**src/hdl/icpd_pkg.sv**
```systemverilog
// ----------------------------------------------------------------------------
// icpd_pkg
// shared types and constants for the command packet dispatcher
// ----------------------------------------------------------------------------
package icpd_pkg;

    // item kinds on the command channel
    typedef enum logic
    {
        OP_PACKET = 1'b0,
        OP_TICK   = 1'b1
    } opcode_t;

    // packet and lens driver codes
    localparam logic [7:0] LOCAL_MARK       = 8'hFE;
    localparam logic [7:0] LENS_ADDR        = 8'hEE;
    localparam logic [7:0] LENS_REG         = 8'h08;
    localparam logic [7:0] LENS_TAIL        = 8'h02;
    localparam logic [7:0] LOCAL_CMD_IMU    = 8'h00;
    localparam logic [7:0] LOCAL_CMD_PLANES = 8'h01;
    localparam logic [7:0] LEN_OVERHEAD     = 8'd2;

    localparam logic [2:0] FULL_DATA_COUNT  = 3'd4;
    localparam logic [2:0] LENS_DATA_COUNT  = 3'd2;
    localparam logic [7:0] SHORT_DATA_MAX   = 8'd3;

    // plane table limits
    localparam int PLANE_SLOTS         = 3;
    localparam int MAX_PLANES_DEFAULT  = 3;

    typedef struct packed
    {
        opcode_t    opcode;
        logic [7:0] byte0;
        logic [7:0] byte1;
        logic [7:0] byte2;
        logic [7:0] byte3;
        logic [7:0] byte4;
        logic [7:0] byte5;
    } cmd_t;

    typedef struct packed
    {
        logic       write_valid;
        logic [7:0] dev_address;
        logic [7:0] reg_byte;
        logic [2:0] data_count;
        logic [7:0] data_0;
        logic [7:0] data_1;
        logic [7:0] data_2;
        logic [7:0] data_3;
        logic       imu_enabled;
        logic [1:0] plane_now;
    } res_t;

    // control state carried between the top level and the decoder
    typedef struct packed
    {
        logic       imu_en;
        logic [1:0] plane_count;
        logic [1:0] plane_index;
    } ctrl_state_t;

endpackage

```
**src/hdl/icpd_cmd_if.sv**
```systemverilog
// ----------------------------------------------------------------------------
// icpd_cmd_if
// valid/ready channel carrying one command packet or frame tick
// ----------------------------------------------------------------------------
interface icpd_cmd_if import icpd_pkg::*; ();

    logic valid;
    logic ready;
    cmd_t data;

    modport source (output valid, output data, input ready);
    modport sink   (input valid, input data, output ready);

endinterface

```
**src/hdl/icpd_res_if.sv**
```systemverilog
// ----------------------------------------------------------------------------
// icpd_res_if
// valid/ready channel carrying one dispatcher result
// ----------------------------------------------------------------------------
interface icpd_res_if import icpd_pkg::*; ();

    logic valid;
    logic ready;
    res_t data;

    modport source (output valid, output data, input ready);
    modport sink   (input valid, input data, output ready);

endinterface

```
**src/hdl/i2c_command_packet_dispatcher_core.sv**
```systemverilog
// ----------------------------------------------------------------------------
// i2c_command_packet_dispatcher_core
// turns host command packets and frame ticks into i2c write requests
// ----------------------------------------------------------------------------
// Every transfer on cmd yields exactly one transfer on res, from the result
// register, and a new item can be taken every cycle while the skid register is
// empty. The decode is a single level of byte muxing and a small wrap counter
// between the accepting edge and the result register; a skid register behind
// it lets cmd keep taking an item while a result is still held by res.
// cmd.ready drops only when both the result register and the skid register
// are full, and it is driven from a register. Local packets (first byte 0xFE)
// set the imu flag or load the lens plane table, and produce a result with
// write_valid low. With planes loaded, frame ticks step the plane index round
// the count and request a write of the plane's value to the lens driver. Every
// result carries the imu flag and plane index as they stand after its item.
// ----------------------------------------------------------------------------
module i2c_command_packet_dispatcher_core import icpd_pkg::*;
#(
    parameter int MAX_PLANES = MAX_PLANES_DEFAULT    // 1 to 3
)
(
    input  logic              clk,
    input  logic              rst_n,
    icpd_cmd_if.sink          cmd,
    icpd_res_if.source        res
);

    // dispatcher state
    ctrl_state_t state_reg;
    ctrl_state_t state_next;
    logic [7:0]  plane_values_reg  [MAX_PLANES];
    logic [7:0]  plane_values_next [MAX_PLANES];

    // result register and skid register
    res_t        out_reg;
    logic        out_valid_reg;
    res_t        skid_reg;
    logic        skid_valid_reg;

    res_t        result;
    logic        cmd_xfer;
    logic        out_free;

    icpd_decode
    #(
        .MAX_PLANES (MAX_PLANES)
    )
    u_decode
    (
        .cmd               (cmd.data),
        .state             (state_reg),
        .plane_values      (plane_values_reg),
        .state_next        (state_next),
        .plane_values_next (plane_values_next),
        .result            (result)
    );

    // take a new item unless the skid stage is occupied
    assign cmd.ready = !skid_valid_reg;
    assign cmd_xfer  = cmd.valid && !skid_valid_reg;

    // result register is empty or is drained this cycle
    assign out_free  = !out_valid_reg || res.ready;

    assign res.valid = out_valid_reg;
    assign res.data  = out_reg;

    // state advances at each accepted item
    always_ff @(posedge clk or negedge rst_n)
    begin
        if (!rst_n)
        begin
            state_reg <= '0;
            for (int i = 0; i < MAX_PLANES; i++)
            begin
                plane_values_reg[i] <= '0;
            end
        end
        else if (cmd_xfer)
        begin
            state_reg        <= state_next;
            plane_values_reg <= plane_values_next;
        end
    end

    // output side: skid contents go out first, so order is kept
    always_ff @(posedge clk or negedge rst_n)
    begin
        if (!rst_n)
        begin
            out_valid_reg  <= 1'b0;
            skid_valid_reg <= 1'b0;
        end
        else if (out_free)
        begin
            out_valid_reg  <= skid_valid_reg || cmd_xfer;
            skid_valid_reg <= 1'b0;
        end
        else if (cmd_xfer)
        begin
            // result register stalled, park the new result
            skid_valid_reg <= 1'b1;
        end
    end

    // payload registers, no reset
    always_ff @(posedge clk)
    begin
        if (out_free)
        begin
            out_reg <= skid_valid_reg ? skid_reg : result;
        end
        else if (cmd_xfer)
        begin
            skid_reg <= result;
        end
    end

endmodule

```
**src/hdl/icpd_decode.sv**
```systemverilog
// ----------------------------------------------------------------------------
// icpd_decode
// combinational decode of one item against the current dispatcher state
// ----------------------------------------------------------------------------
module icpd_decode import icpd_pkg::*;
#(
    parameter int MAX_PLANES = MAX_PLANES_DEFAULT
)
(
    input  cmd_t        cmd,
    input  ctrl_state_t state,
    input  logic [7:0]  plane_values [MAX_PLANES],
    output ctrl_state_t state_next,
    output logic [7:0]  plane_values_next [MAX_PLANES],
    output res_t        result
);

    localparam logic [7:0] MAX_PLANES_B = 8'(MAX_PLANES);

    logic [7:0] load_bytes [PLANE_SLOTS];
    logic [7:0] len_less;
    logic [7:0] load_count;
    logic [7:0] short_count;
    logic [2:0] step_index;
    logic [1:0] tick_index;
    logic [7:0] tick_value;

    assign load_bytes[0] = cmd.byte3;
    assign load_bytes[1] = cmd.byte4;
    assign load_bytes[2] = cmd.byte5;

    assign len_less    = cmd.byte1 - LEN_OVERHEAD;
    assign load_count  = (len_less > MAX_PLANES_B) ? MAX_PLANES_B : len_less;
    assign short_count = (len_less > SHORT_DATA_MAX) ? SHORT_DATA_MAX : len_less;

    // wrap round the loaded plane count
    assign step_index = {1'b0, state.plane_index} + 3'd1;
    assign tick_index = (step_index >= {1'b0, state.plane_count}) ? 2'd0 : step_index[1:0];

    always_comb
    begin
        tick_value = '0;
        for (int i = 0; i < MAX_PLANES; i++)
        begin
            if (tick_index == 2'(i))
            begin
                tick_value = plane_values[i];
            end
        end
    end

    always_comb
    begin
        result            = '0;
        state_next        = state;
        plane_values_next = plane_values;

        if (cmd.opcode == OP_TICK)
        begin
            if (state.plane_count != 2'd0)
            begin
                state_next.plane_index = tick_index;
                result.write_valid     = 1'b1;
                result.dev_address     = LENS_ADDR;
                result.reg_byte        = LENS_REG;
                result.data_count      = LENS_DATA_COUNT;
                result.data_0          = tick_value;
                result.data_1          = LENS_TAIL;
            end
        end
        else if (cmd.byte0 == LOCAL_MARK)
        begin
            if (cmd.byte1 == LEN_OVERHEAD)
            begin
                if (cmd.byte2 == LOCAL_CMD_IMU)
                begin
                    state_next.imu_en = 1'b1;
                end
            end
            else if (cmd.byte1 > LEN_OVERHEAD && cmd.byte2 == LOCAL_CMD_PLANES)
            begin
                state_next.plane_index = 2'd0;
                state_next.plane_count = load_count[1:0];
                for (int i = 0; i < MAX_PLANES; i++)
                begin
                    if (8'(i) < load_count)
                    begin
                        plane_values_next[i] = load_bytes[i];
                    end
                end
            end
        end
        else if (cmd.byte0[0])
        begin
            // full form: register byte and four data bytes
            result.write_valid = 1'b1;
            result.dev_address = {cmd.byte0[7:1], 1'b0};
            result.reg_byte    = cmd.byte1;
            result.data_count  = FULL_DATA_COUNT;
            result.data_0      = cmd.byte2;
            result.data_1      = cmd.byte3;
            result.data_2      = cmd.byte4;
            result.data_3      = cmd.byte5;
        end
        else if (cmd.byte1 >= LEN_OVERHEAD)
        begin
            // short form: length byte sets the data count
            result.write_valid = 1'b1;
            result.dev_address = cmd.byte0;
            result.reg_byte    = cmd.byte2;
            result.data_count  = short_count[2:0];
            result.data_0      = (short_count >= 8'd1) ? cmd.byte3 : 8'd0;
            result.data_1      = (short_count >= 8'd2) ? cmd.byte4 : 8'd0;
            result.data_2      = (short_count >= 8'd3) ? cmd.byte5 : 8'd0;
        end

        result.imu_enabled = state_next.imu_en;
        result.plane_now   = state_next.plane_index;
    end

endmodule

```
**src/flat_wrapper.sv**
```systemverilog
// flat-port wrapper written by rule: the top's interface ports become plain ports
module i2c_command_packet_dispatcher_core_flat import icpd_pkg::*;
#(
    parameter int MAX_PLANES = MAX_PLANES_DEFAULT             
)
  (clk, rst_n, cmd_valid, cmd_data, cmd_ready, res_valid, res_data, res_ready);
  icpd_cmd_if cmd_i ();
  icpd_res_if res_i ();
  input  logic clk;
  input  logic rst_n;
  input wire logic [$bits(cmd_i.valid)-1:0] cmd_valid;
  input wire logic [$bits(cmd_i.data)-1:0] cmd_data;
  output wire logic [$bits(cmd_i.ready)-1:0] cmd_ready;
  output wire logic [$bits(res_i.valid)-1:0] res_valid;
  output wire logic [$bits(res_i.data)-1:0] res_data;
  input wire logic [$bits(res_i.ready)-1:0] res_ready;
  assign cmd_i.valid = cmd_valid;
  assign cmd_i.data = cmd_data;
  assign cmd_ready = cmd_i.ready;
  assign res_valid = res_i.valid;
  assign res_data = res_i.data;
  assign res_i.ready = res_ready;
  i2c_command_packet_dispatcher_core #(.MAX_PLANES(MAX_PLANES)) u_core (.clk(clk), .rst_n(rst_n), .cmd(cmd_i), .res(res_i));
endmodule
```
**config.mk**
```make
export PLATFORM = sky130hd
export DESIGN_NAME = i2c_command_packet_dispatcher_core_flat
export DESIGN_NICKNAME = d
export VERILOG_FILES = /design/src/hdl/icpd_pkg.sv /design/src/hdl/icpd_cmd_if.sv /design/src/hdl/icpd_res_if.sv /design/src/hdl/i2c_command_packet_dispatcher_core.sv /design/src/hdl/icpd_decode.sv /design/src/flat_wrapper.sv
export SDC_FILE = /design/constraint.sdc
export NUM_CORES = 1
export LEC_CHECK = 0
export BUFFER_PORTS_ARGS = -buffer_cell sky130_fd_sc_hd__buf_2
export CAP_MARGIN = 15
export CORE_ASPECT_RATIO = 0.9
export CORE_MARGIN = 2
export CORE_UTILIZATION = 45
export DETAILED_ROUTE_END_ITERATION = 10
export HOLD_SLACK_MARGIN = 0.06
export PLACE_DENSITY = 0.63
export SLEW_MARGIN = 25
export SYNTH_ARGS = -nofsm -noshare
export SYNTH_HDL_FRONTEND = slang
export SYNTH_HIERARCHICAL = 1
export SYNTH_SLANG_ARGS = --single-unit
```
**constraint.sdc**
```tcl
create_clock -name clk -period 7.1 [get_ports clk]
set_clock_uncertainty 0.05 [all_clocks]
set_input_delay 1.42 -clock clk [delete_from_list [all_inputs] [get_ports clk]]
set_output_delay 1.42 -clock clk [all_outputs]
set_load 0.01 [all_outputs]
```
Yosys cells after proc, flatten, opt, wreduce, memory -nomap -nowiden
Cells that the tools add are included.
Widths: inputs -> output; s select.
- $add $sub $neg: 2
- multipliers: 0
- divide/modulo/power cells: 0
- order comparisons: 10
- equal/unequal tests: 5
- shifts and indexed selects: 0
- muxes and demuxes: 26
- bitwise gates (word level): 3
- reduce and logical (&&, ||, !) cells: 15
- operators by type and width (cell ; count):
    $mux 44 ; 2
    $mux 36 ; 2
    $mux 8 ; 8
    $mux 55 ; 1
    $mux 52 ; 1
    $ge 8x2->1 const B ; 3
    $reduce_and 6->1 ; 3
    $gt 8x2->1 const B ; 2
    $lt 1x8->1 const A ; 2
    $mux 16 ; 1
    $eq 8x1->1 const B ; 1
    $eq 8x2->1 const B ; 1
    $eq 8x8->1 const B ; 1
    $ge 8x1->1 const B ; 1
    $logic_not 8->1 ; 1
    $lt 2x8->1 const A ; 1
    $mux 4 ; 2
    $sub 8x2->8 const B ; 1
    $mux 2 ; 3
    $mux 5 ; 1
    $reduce_and 5->1 ; 1
    $mux 1 ; 4
    $reduce_bool 2->1 ; 2
    $add 2x1->3 const B ; 1
    other kinds (10) ; 15
- bits in registers: 141
- latch bits: 0
- bits in writable memories: 0
- bits in read-only memories: 0
- output and inout bits: 57
- memories: 0

Depth between registers and ports, before layout
Gate-level depths: netlist of the first run.
- word-level depth: 10
- depth in mapped cells: 10
- gate-level depth less buffers: 8

Hierarchy
Netlist of the first run, hierarchy kept.
- modules (own cells, without submodules) (module ; times used ; cells each ; area each (sq um) ; sequential area each (sq um)):
    i2c_command_packet_dispatcher_core ; 1 ; 241 ; 5121.2 ; 4078.9
    icpd_decode ; 1 ; 207 ; 1481.4 ; 0.0

Least setup slack after synthesis of the first run
OpenSTA, ideal clock, no wires.
- path type: input to register
- start: input res_ready
- end: register u_core/skid_reg[0] (netlist bit), enable pin
- data arrival time: 5.385 ns
- slack: 1.192 ns
- stages on the path: 2
- path buffers: 0
- cells stage by stage: nand2b_1 nor2b_1
- longest elaborated chain between the ends: 3
- RTL lines (element ; line ; RTL):
    start, declared ; flat_wrapper.sv:16 ; input wire logic [$bits(res_i.ready)-1:0] res_ready;
    $logic_or 1x1->1 ; i2c_command_packet_dispatcher_core.sv:63 ; assign out_free = !out_valid_reg || res.ready;
    $not 1->1 (no line) ; n/a ;
    $reduce_and 2->1 (no line) ; n/a ;
    end signal, assigned ; i2c_command_packet_dispatcher_core.sv:115 ; skid_reg <= result;
    end, declared ; i2c_command_packet_dispatcher_core.sv:37 ; res_t skid_reg;
Every way passes these cells.
A chain may end at the register's enable or synchronous reset.

Worst setup path in the final report of the first run
- start: input cmd_data[33]
- end: register u_core/plane_values_reg[19] (netlist bit)
- longest elaborated chain between the ends: 5
- RTL lines (element ; line ; RTL):
    start, declared ; flat_wrapper.sv:12 ; input wire logic [$bits(cmd_i.data)-1:0] cmd_data;
    $sub 8x2->8 ; icpd_decode.sv:32 ; assign len_less = cmd.byte1 - LEN_OVERHEAD;
    $gt 8x2->1 ; icpd_decode.sv:33 ; assign load_count = (len_less > MAX_PLANES_B) ? MAX_PLANES_B : len_less;
    $mux 8 ; icpd_decode.sv:33 ;
    $lt 1x8->1 ; icpd_decode.sv:86 ; if (8'(i) < load_count)
    $reduce_and 6->1 (no line) * ; n/a ;
    end signal, assigned ; i2c_command_packet_dispatcher_core.sv:82 ; plane_values_reg <= plane_values_next;
    end, declared ; i2c_command_packet_dispatcher_core.sv:31 ; logic [7:0] plane_values_reg [MAX_PLANES];
Every way passes the cells marked *; elsewhere a longest branch is shown, timed or not.

==> PnR_summary.wiki, run 1 <==
{| class="wikitable"
! Metric !! Value
|-
| Maximum number of pins on one net before global-route repair || 56
|-
| Final core utilization || 55.70%
|-
| Via count of the first global-routing pass || 4189
|-
| Global-route wire length before repair || 23.63 mm
|-
| Worst Setup Start Kind || primary input
|-
| Total die area || 15660 µm²
|-
| Areal power density over the cells || 255.8 nW/µm²
|-
| Overall die height || 118.9 µm
|-
| Share of the cycle needed by the critical path after routing || 49.92%
|-
| Post-route DRC violation count || 0
|-
| Fraction of final layout cells with drive strength greater than 1 || 36.67%
|-
| Setup total negative slack || 0 ns
|-
| Rel. slew slack || 38.40%
|-
| Final setup margin || 3.556 ns
|-
| Sink Count || 141
|-
| Number of buffers inserted by post-CTS setup repair || 0
|-
| Placement-stage worst setup slack || 3.174 ns
|-
| Share of flip-flops with an asynchronous set or reset after synthesis || 21.99%
|-
| Leakage power || 3.327 nW
|-
| Internal Power || 0.001551 W
|-
| Max FO, Critical Path || 8
|-
| Clock tree from TritonCTS || built
|-
| Number of setup violations in the final report || 0
|-
| Synthesized Nets || 505
|-
| Number of port buffers || 109
|-
| Die boundary width || 131.7 µm
|-
| Layout Nets || 614
|-
| Clk pin slew, worst setup/hold paths || 0.06 ns
|-
| Cell count after synthesis || 448
|-
| Half-perimeter wire length after placement || 9.843 mm
|-
| Synth area leaders || sky130_fd_sc_hd__edfxtp_1 50%, sky130_fd_sc_hd__dfrtp_1 12%, sky130_fd_sc_hd__mux2_1 9.7%
|-
| Maximum frequency from static timing analysis || 0.2821 GHz
|-
| Part of the Yosys area used for sequential elements || 61.78%
|-
| Post-CTS Hold Fix Bufs || 0
|-
| Relative contribution of sequential cells to total power || 48.2%
|-
| Data arrival time of the critical path || 3.79 ns
|-
| Post-synthesis instance area || 6603 µm²
|-
| Wire length after detailed routing || 14.93 mm
|-
| Grt ovf || 0
|-
| Number of detailed-routing iterations run before antenna repair || 8
|-
| Violation count after the first detailed-routing iteration || 378
|-
| Relative contribution of combinational cells to total power || 9.5%
|-
| Number of H-tree levels || 4
|-
| Starting density of the core || 46.63%
|-
| Required time of the worst setup path || 7.35 ns
|-
| Resize count post-CTS || 0
|-
| Initial antenna violation count || 0
|-
| Overall fraction of global-route tracks in use || 19.87%
|-
| Most frequent cell after synthesis || sky130_fd_sc_hd__edfxtp_1
|-
| Placed Instances || 731
|-
| Count of maximum capacitance violations || 0
|-
| Via/cell ratio || 5.519
|-
| Proportion of netlist area held by the largest area contributor || 50.03%
|-
| Classification of the worst-slack hold path || reg2reg
|-
| Detailed-route via count || 4211
|-
| Clock Path Buffers || 2
|-
| Number of buffers added by the clock tree synthesis step || 17
|-
| Final Hold Viols || 0
|-
| Clock Root Buffer || sky130_fd_sc_hd__clkbuf_16
|-
| Cell type with the highest aggregate area in the netlist || sky130_fd_sc_hd__edfxtp_1
|-
| Synthesized flop and latch total || 141
|-
| Most frequent cells after synthesis || 110 x sky130_fd_sc_hd__edfxtp_1, 57 x sky130_fd_sc_hd__mux2_1, 51 x sky130_fd_sc_hd__mux2_2
|-
| Endpoint type of the worst setup path || register
|-
| Switching Power || 0.0004669 W
|-
| Final number of max-transition violations || 0
|-
| Layout area overhead || 19.44%
|-
| Class of the most critical setup path || in2reg
|-
| Post-layout minimum cycle time || 3.544 ns
|-
| Net switching share of the total power || 23.14%
|-
| IR Drop Worst-Case VDD || 0.0001639 V
|-
| Clock network fraction of total power || 42.3%
|-
| Outcome || complete, no violations
|-
| Slew of the pin with the lowest slew margin || 0.9240 ns
|-
| Routed length per placed instance || 19.56 µm
|-
| Boundary pin count || 110
|-
| Number of diodes || 0
|-
| Final Total Pwr || 0.002018 W
|-
| Final antenna-violating net count || 0
|-
| Number of distinct library cell variants in the gate-level netlist after synthesis || 46
|-
| Mean instance size in the synthesized netlist || 14.74 µm²
|-
| Ys Warns || 6
|-
| Clock latency reported for the late side of the worst-skew pair || 0.42 ns
|-
| Placeable Area || 14160 µm²
|-
| RSZ-0062 raised after global routing || no
|-
| Number of standard-cell rows in the floorplan || 41
|-
| Dominant synthesized flop cell || sky130_fd_sc_hd__edfxtp_1
|-
| Final Wtd Congestion || 0.8969
|-
| Number of synthesized flops with an enable pin || 110
|-
| Non-filler instance count after layout || 763
|}
-- layout make-up --
class | count | area [µm²]
Fill cell | 1175 | 6272
Sequential cell | 141 | 4080
Multi-Input combinational cell | 266 | 2333
Timing Repair Buffer | 117 | 605.6
Clock buffer | 19 | 432.9
Tap cell | 193 | 241.5
Clock inverter | 13 | 140.1
Inverter | 14 | 52.55
-- final timing paths --
| check | startpoint | end | slack (ns) | cells past startpoint |
|---|---|---|---|---|
| max | cmd_data[33] | u_core/plane_values_reg[19] | 3.56 | 9 |
| max in group asynchronous | rst_n | u_core/skid_valid_reg | 5.48 | 1 |
| max reg2reg | u_core/state_reg[0] | u_core/res.data[34] | 3.90 | 8 |
| min | u_core/state_reg[4] | u_core/state_reg[4] | 0.45 | 1 |
| min reg2reg | u_core/state_reg[4] | u_core/state_reg[4] | 0.45 | 1 |
| min in group asynchronous | rst_n | u_core/plane_values_reg[10] | 1.01 | 1 |
-- critical path, cell delays in order --
cell and delay (ns):
sky130_fd_sc_hd__buf_2 0.14, sky130_fd_sc_hd__inv_1 0.08, sky130_fd_sc_hd__ha_1 0.22, sky130_fd_sc_hd__xnor2_1 0.23, sky130_fd_sc_hd__and4_1 0.45, sky130_fd_sc_hd__o21ai_0 0.15, sky130_fd_sc_hd__nand2b_1 0.40, sky130_fd_sc_hd__mux2_2 0.40
sky130_fd_sc_hd__mux2_1 0.30
-- power by group through the flow --
stage	Combinational [W]	Clock, W	Sequential (W)
6_report	0.000191	0.000854	0.000973
5_1_grt	0.000208	0.000912	0.000978
4_1_cts	0.000194	0.000876	0.000973
3_5_place_dp	0.000192	0	0.000989
3_3_place_gp	0.000189	0	0.000988
2_1_floorplan	0.0000900	0	0.00100
-- kinds of logic after synthesis --
| kind of cell | after synthesis | share of synthesized area (%) |
|---|---|---|
| AOI/OAI and AO/OA | 77 | 9.058 |
| and+or+nand+nor | 70 | 5.761 |
| muxes | 112 | 19.03 |
| xor gates and xnor gates | 2 | 0.2654 |
| other | 1 | 0.05680 |
| buffers and inverters | 41 | 3.184 |
| adders and majority gates | 4 | 0.8718 |
| DFF | 141 | 61.78 |
-- metal layers --
layer  vias up  global-route usage, %  part of all wire (%)
li1       1956                      -                     -
met1      2086                  27.47                    45
met2       150                  30.63                    47
met3        19                  4.853                   6.0
met4         0                  7.269                   1.6
met5         -                      0                     0
-- per-stage QoR --
stage | hold slack (ns) | instance area [µm²]
final | 0.4478 | 7886
after global routing | 0.4770 | 7886
after CTS | 0.4552 | 7881
after detailed placement | 0.4421 | 7308
after global placement | 0.4394 | 7308
after floorplan | 0.4101 | 6603
-- cells in the final DEF (no fill, tap or decap), types with 2 or more instances in the layout --
| cell type | count |
|---|---|
| sky130_fd_sc_hd__mux2_1 | 57 |
| sky130_fd_sc_hd__o21ai_0 | 11 |
| sky130_fd_sc_hd__and2_1 | 10 |
| sky130_fd_sc_hd__a21oi_1 | 6 |
| sky130_fd_sc_hd__clkbuf_1 | 2 |
| sky130_fd_sc_hd__nand2_1 | 14 |
| sky130_fd_sc_hd__nor2b_2 | 2 |
| sky130_fd_sc_hd__buf_2 | 109 |
| sky130_fd_sc_hd__mux2i_1 | 4 |
| sky130_fd_sc_hd__dfrtp_1 | 30 |
| sky130_fd_sc_hd__nand4_1 | 3 |
| sky130_fd_sc_hd__or4_1 | 2 |
| sky130_fd_sc_hd__nand3_1 | 3 |
| sky130_fd_sc_hd__nor2_4 | 2 |
| sky130_fd_sc_hd__a22oi_1 | 8 |
| sky130_fd_sc_hd__clkbuf_16 | 17 |
| sky130_fd_sc_hd__bufinv_16 | 2 |
| sky130_fd_sc_hd__nor3_1 | 6 |
| sky130_fd_sc_hd__ha_1 | 3 |
| sky130_fd_sc_hd__inv_6 | 2 |
| sky130_fd_sc_hd__clkinv_4 | 3 |
| sky130_fd_sc_hd__mux2_2 | 51 |
| sky130_fd_sc_hd__o22ai_1 | 9 |
| sky130_fd_sc_hd__a21o_1 | 8 |
| sky130_fd_sc_hd__a222oi_1 | 8 |
| sky130_fd_sc_hd__nor2_1 | 14 |
| sky130_fd_sc_hd__inv_1 | 14 |
| sky130_fd_sc_hd__clkinvlp_4 | 3 |
| sky130_fd_sc_hd__nand4b_1 | 2 |
| sky130_fd_sc_hd__edfxtp_1 | 110 |
| sky130_fd_sc_hd__nor2b_1 | 3 |
| sky130_fd_sc_hd__a22o_1 | 19 |
| sky130_fd_sc_hd__buf_4 | 8 |
| sky130_fd_sc_hd__clkinv_2 | 2 |
Power figures use the tool's default switching activity.
==> run 2: changes to the inputs <==
- clock period: 7.1 -> 3.6 ns (I/O delays scaled with it)
==> PnR_summary.wiki, run 2 (same netlist as run 1, synthesis figures left out) <==
{| class="wikitable"
! Metric !! Value
|-
| Areal power density over the cells || 504.6 nW/µm² (+97%)
|-
| Violation count after the first detailed-routing iteration || 321 (-15%)
|-
| Post-route DRC violation count || 0 (unchanged)
|-
| Endpoint type of the worst setup path || register
|-
| Clk pin slew, worst setup/hold paths || 0.06 ns (about the same)
|-
| RSZ-0062 raised after global routing || no
|-
| Setup total negative slack || 0 ns (unchanged)
|-
| Number of buffers inserted by post-CTS setup repair || 0 (unchanged)
|-
| Overall die height || 118.9 µm (unchanged)
|-
| Met2 usage in global routing || 30.40% (-0.23 points)
|-
| Maximum frequency from static timing analysis || 0.3462 GHz
|-
| Final core utilization || 55.97% (+0.27 points)
|-
| Max FO, Critical Path || 16 (+8)
|-
| Routed length per placed instance || 19.28 µm (-1.4%)
|-
| Number of port buffers || 109 (unchanged)
|-
| IR Drop Worst-Case VDD || 0.0003132 V (+91%)
|-
| Post-Route Hold Slack || 0.3160 ns (-0.1318 ns)
|-
| Final Hold Viols || 0 (unchanged)
|-
| Required time of the worst setup path || 3.70 ns (-3.65 ns)
|-
| Grt ovf || 0 (unchanged)
|-
| Number of standard-cell rows in the floorplan || 41 (unchanged)
|-
| Clock tree from TritonCTS || built
|-
| Clock Root Buffer || sky130_fd_sc_hd__clkbuf_16
|-
| Cell with the largest stage delay on the worst path || sky130_fd_sc_hd__fa_1
|-
| Global-route wire length before repair || 23.72 mm (+0.41%)
|-
| Layout Nets || 618 (+0.65%)
|-
| Net switching share of the total power || 23.01% (-0.13 points)
|-
| Initial antenna violation count || 1 (+1)
|-
| Resize count post-CTS || 0 (unchanged)
|-
| Via/cell ratio || 5.536 (+0.32%)
|-
| Final setup margin || 0.7111 ns (-2.844 ns)
|-
| Relative contribution of combinational cells to total power || 9.7% (+0.2 points)
|-
| Worst Setup Start Kind || register
|-
| Slowest cell delay on critical path || 0.46 ns (about the same)
|-
| Number of detailed-routing iterations run before antenna repair || 6 (-2)
|-
| Post-CTS Hold Fix Bufs || 0 (unchanged)
|-
| Fraction of final layout cells with drive strength greater than 1 || 37.28% (+0.62 points)
|-
| Share of the cycle needed by the critical path after routing || 80.25%
|-
| Slew of the pin with the lowest slew margin || 1.025 ns (+0.1006 ns)
|-
| Boundary pin count || 110 (unchanged)
|-
| Internal Power || 0.003079 W (+99%)
|-
| Overall fraction of global-route tracks in use || 19.85% (-0.028 points)
|-
| Maximum number of pins on one net before global-route repair || 58 (+3.6%)
|-
| Clock latency reported for the late side of the worst-skew pair || 0.42 ns (about the same)
|-
| Sink Count || 141 (unchanged)
|-
| Layout area overhead || 20.03%
|-
| Placement-stage worst setup slack || 0.3840 ns (-2.790 ns)
|-
| Half-perimeter wire length after placement || 9.872 mm (+0.30%)
|-
| Number of buffers added by the clock tree synthesis step || 17 (unchanged)
|-
| Via count of the first global-routing pass || 4328 (+3.3%)
|-
| Fraction of met1 tracks used by global routing || 26.80% (-0.67 points)
|-
| Number of setup violations in the final report || 0 (unchanged)
|-
| Final Total Pwr || 0.003999 W (+98%)
|-
| Placeable Area || 14160 µm² (unchanged)
|-
| Count of maximum capacitance violations || 0 (unchanged)
|-
| Global-route met3 utilization || 4.640% (-0.21 points)
|-
| Data arrival time of the critical path || 2.99 ns (-0.80 ns)
|-
| Total die area || 15660 µm² (unchanged)
|-
| Starting density of the core || 46.63% (unchanged)
|-
| Clock Path Buffers || 2 (unchanged)
|-
| Leakage power || 3.353 nW (+0.76%)
|-
| Classification of the worst-slack hold path || in2async
|-
| Commonest non-fill, non-tap cell in the layout || sky130_fd_sc_hd__edfxtp_1
|-
| Die boundary width || 131.7 µm (unchanged)
|-
| Detailed-route via count || 4252 (+0.97%)
|-
| Final antenna-violating net count || 0 (unchanged)
|-
| Class of the most critical setup path || reg2reg
|-
| Switching Power || 0.0009201 W (+97%)
|-
| Commonest cells after routing, fill and taps aside || 110 x sky130_fd_sc_hd__edfxtp_1, 109 x sky130_fd_sc_hd__buf_2, 57 x sky130_fd_sc_hd__mux2_1
|-
| Final Wtd Congestion || 0.8468 (-5.6%)
|-
| Post-layout minimum cycle time || 2.889 ns
|-
| Relative contribution of sequential cells to total power || 47.7% (-0.5 points)
|-
| Busiest layer in global routing || met2
|-
| Rel. slew slack || 31.24% (-7.2 points)
|-
| Number of H-tree levels || 4 (unchanged)
|-
| Sequence of cells on the critical path || inv_1 -> fa_1 -> o31ai_2 -> buf_4 -> o22ai_1 -> a222oi_1 -> o21ai_0 -> mux2_1
|-
| Final number of max-transition violations || 0 (unchanged)
|-
| Final-layout fill cell count || 1218 (+3.7%)
|-
| Outcome || complete, no violations
|-
| Clock network fraction of total power || 42.6% (+0.3 points)
|-
| Wire length after detailed routing || 14.81 mm (-0.80%)
|}
## run 2: cell types whose count changed in the layout (fill, tap and decap cells not counted), sizes merged
cell    previous run  this run
buf              117       121
clkinv             6         7
diode              0         1
inv               16        15
## run 2: critical path, delay by kind of cell, from the launching register on
family | cells | cell delay, ns
AO/OA/AOI/OAI | 4 | 0.93
flip-flops | 1 | 0.39
buffers and inverters | 2 | 0.36
multiplexers | 1 | 0.42
adder cells (fa/ha/maj) | 1 | 0.46
## run 2: worst paths after layout
path	from	endpoint	slack (ns)	depth (start not counted)
hold / removal	rst_n	u_core/plane_values_reg[12]	0.32	1
setup reg to reg	u_core/state_reg[1]	u_core/res.data[31]	0.71	8
hold reg to reg	u_core/plane_values_reg[0]	u_core/plane_values_reg[0]	0.47	1
setup / recovery	u_core/state_reg[1]	u_core/res.data[31]	0.71	8
max in group asynchronous	rst_n	u_core/skid_valid_reg	2.65	1
min in group clk	u_core/plane_values_reg[0]	u_core/plane_values_reg[0]	0.47	1
## run 2: power groups by stage
stage               Combinational (W)  Sequential, W  Clock, W
finish                       0.000387        0.00191   0.00170
global route                 0.000423        0.00192   0.00181
CTS                          0.000392        0.00191   0.00174
detailed placement           0.000388        0.00194         0
global placement             0.000384        0.00194         0
floorplan                    0.000178        0.00198         0
## run 2: through the flow
stage          cells  instance area (µm²)
4_1_cts          767                 7923
6_report         768                 7925
5_1_grt          768                 7925
3_3_place_gp     735                 7338
3_5_place_dp     735                 7338
2_1_floorplan    448                 6608
## run 2: metal layers
layer  vias up  routed length, µm
met5         -                  0
met4         0                346
met3        26                910
met2       157               6820
met1      2102               6728
li1       1967                  -
## run 2: cell type report
| class | instances | area, µm² | area share (%) |
|---|---|---|---|
| sequential | 141 | 4080 | 51.48 |
| multi-input combinational | 266 | 2328 | 29.38 |
| timing repair buffer | 121 | 635.6 | 8.020 |
| clock buffer | 19 | 442.9 | 5.589 |
| tap | 193 | 241.5 | 3.047 |
| clock inverter | 13 | 141.4 | 1.784 |
| inverter | 14 | 52.55 | 0.6631 |
| antenna | 1 | 2.502 | 0.03158 |
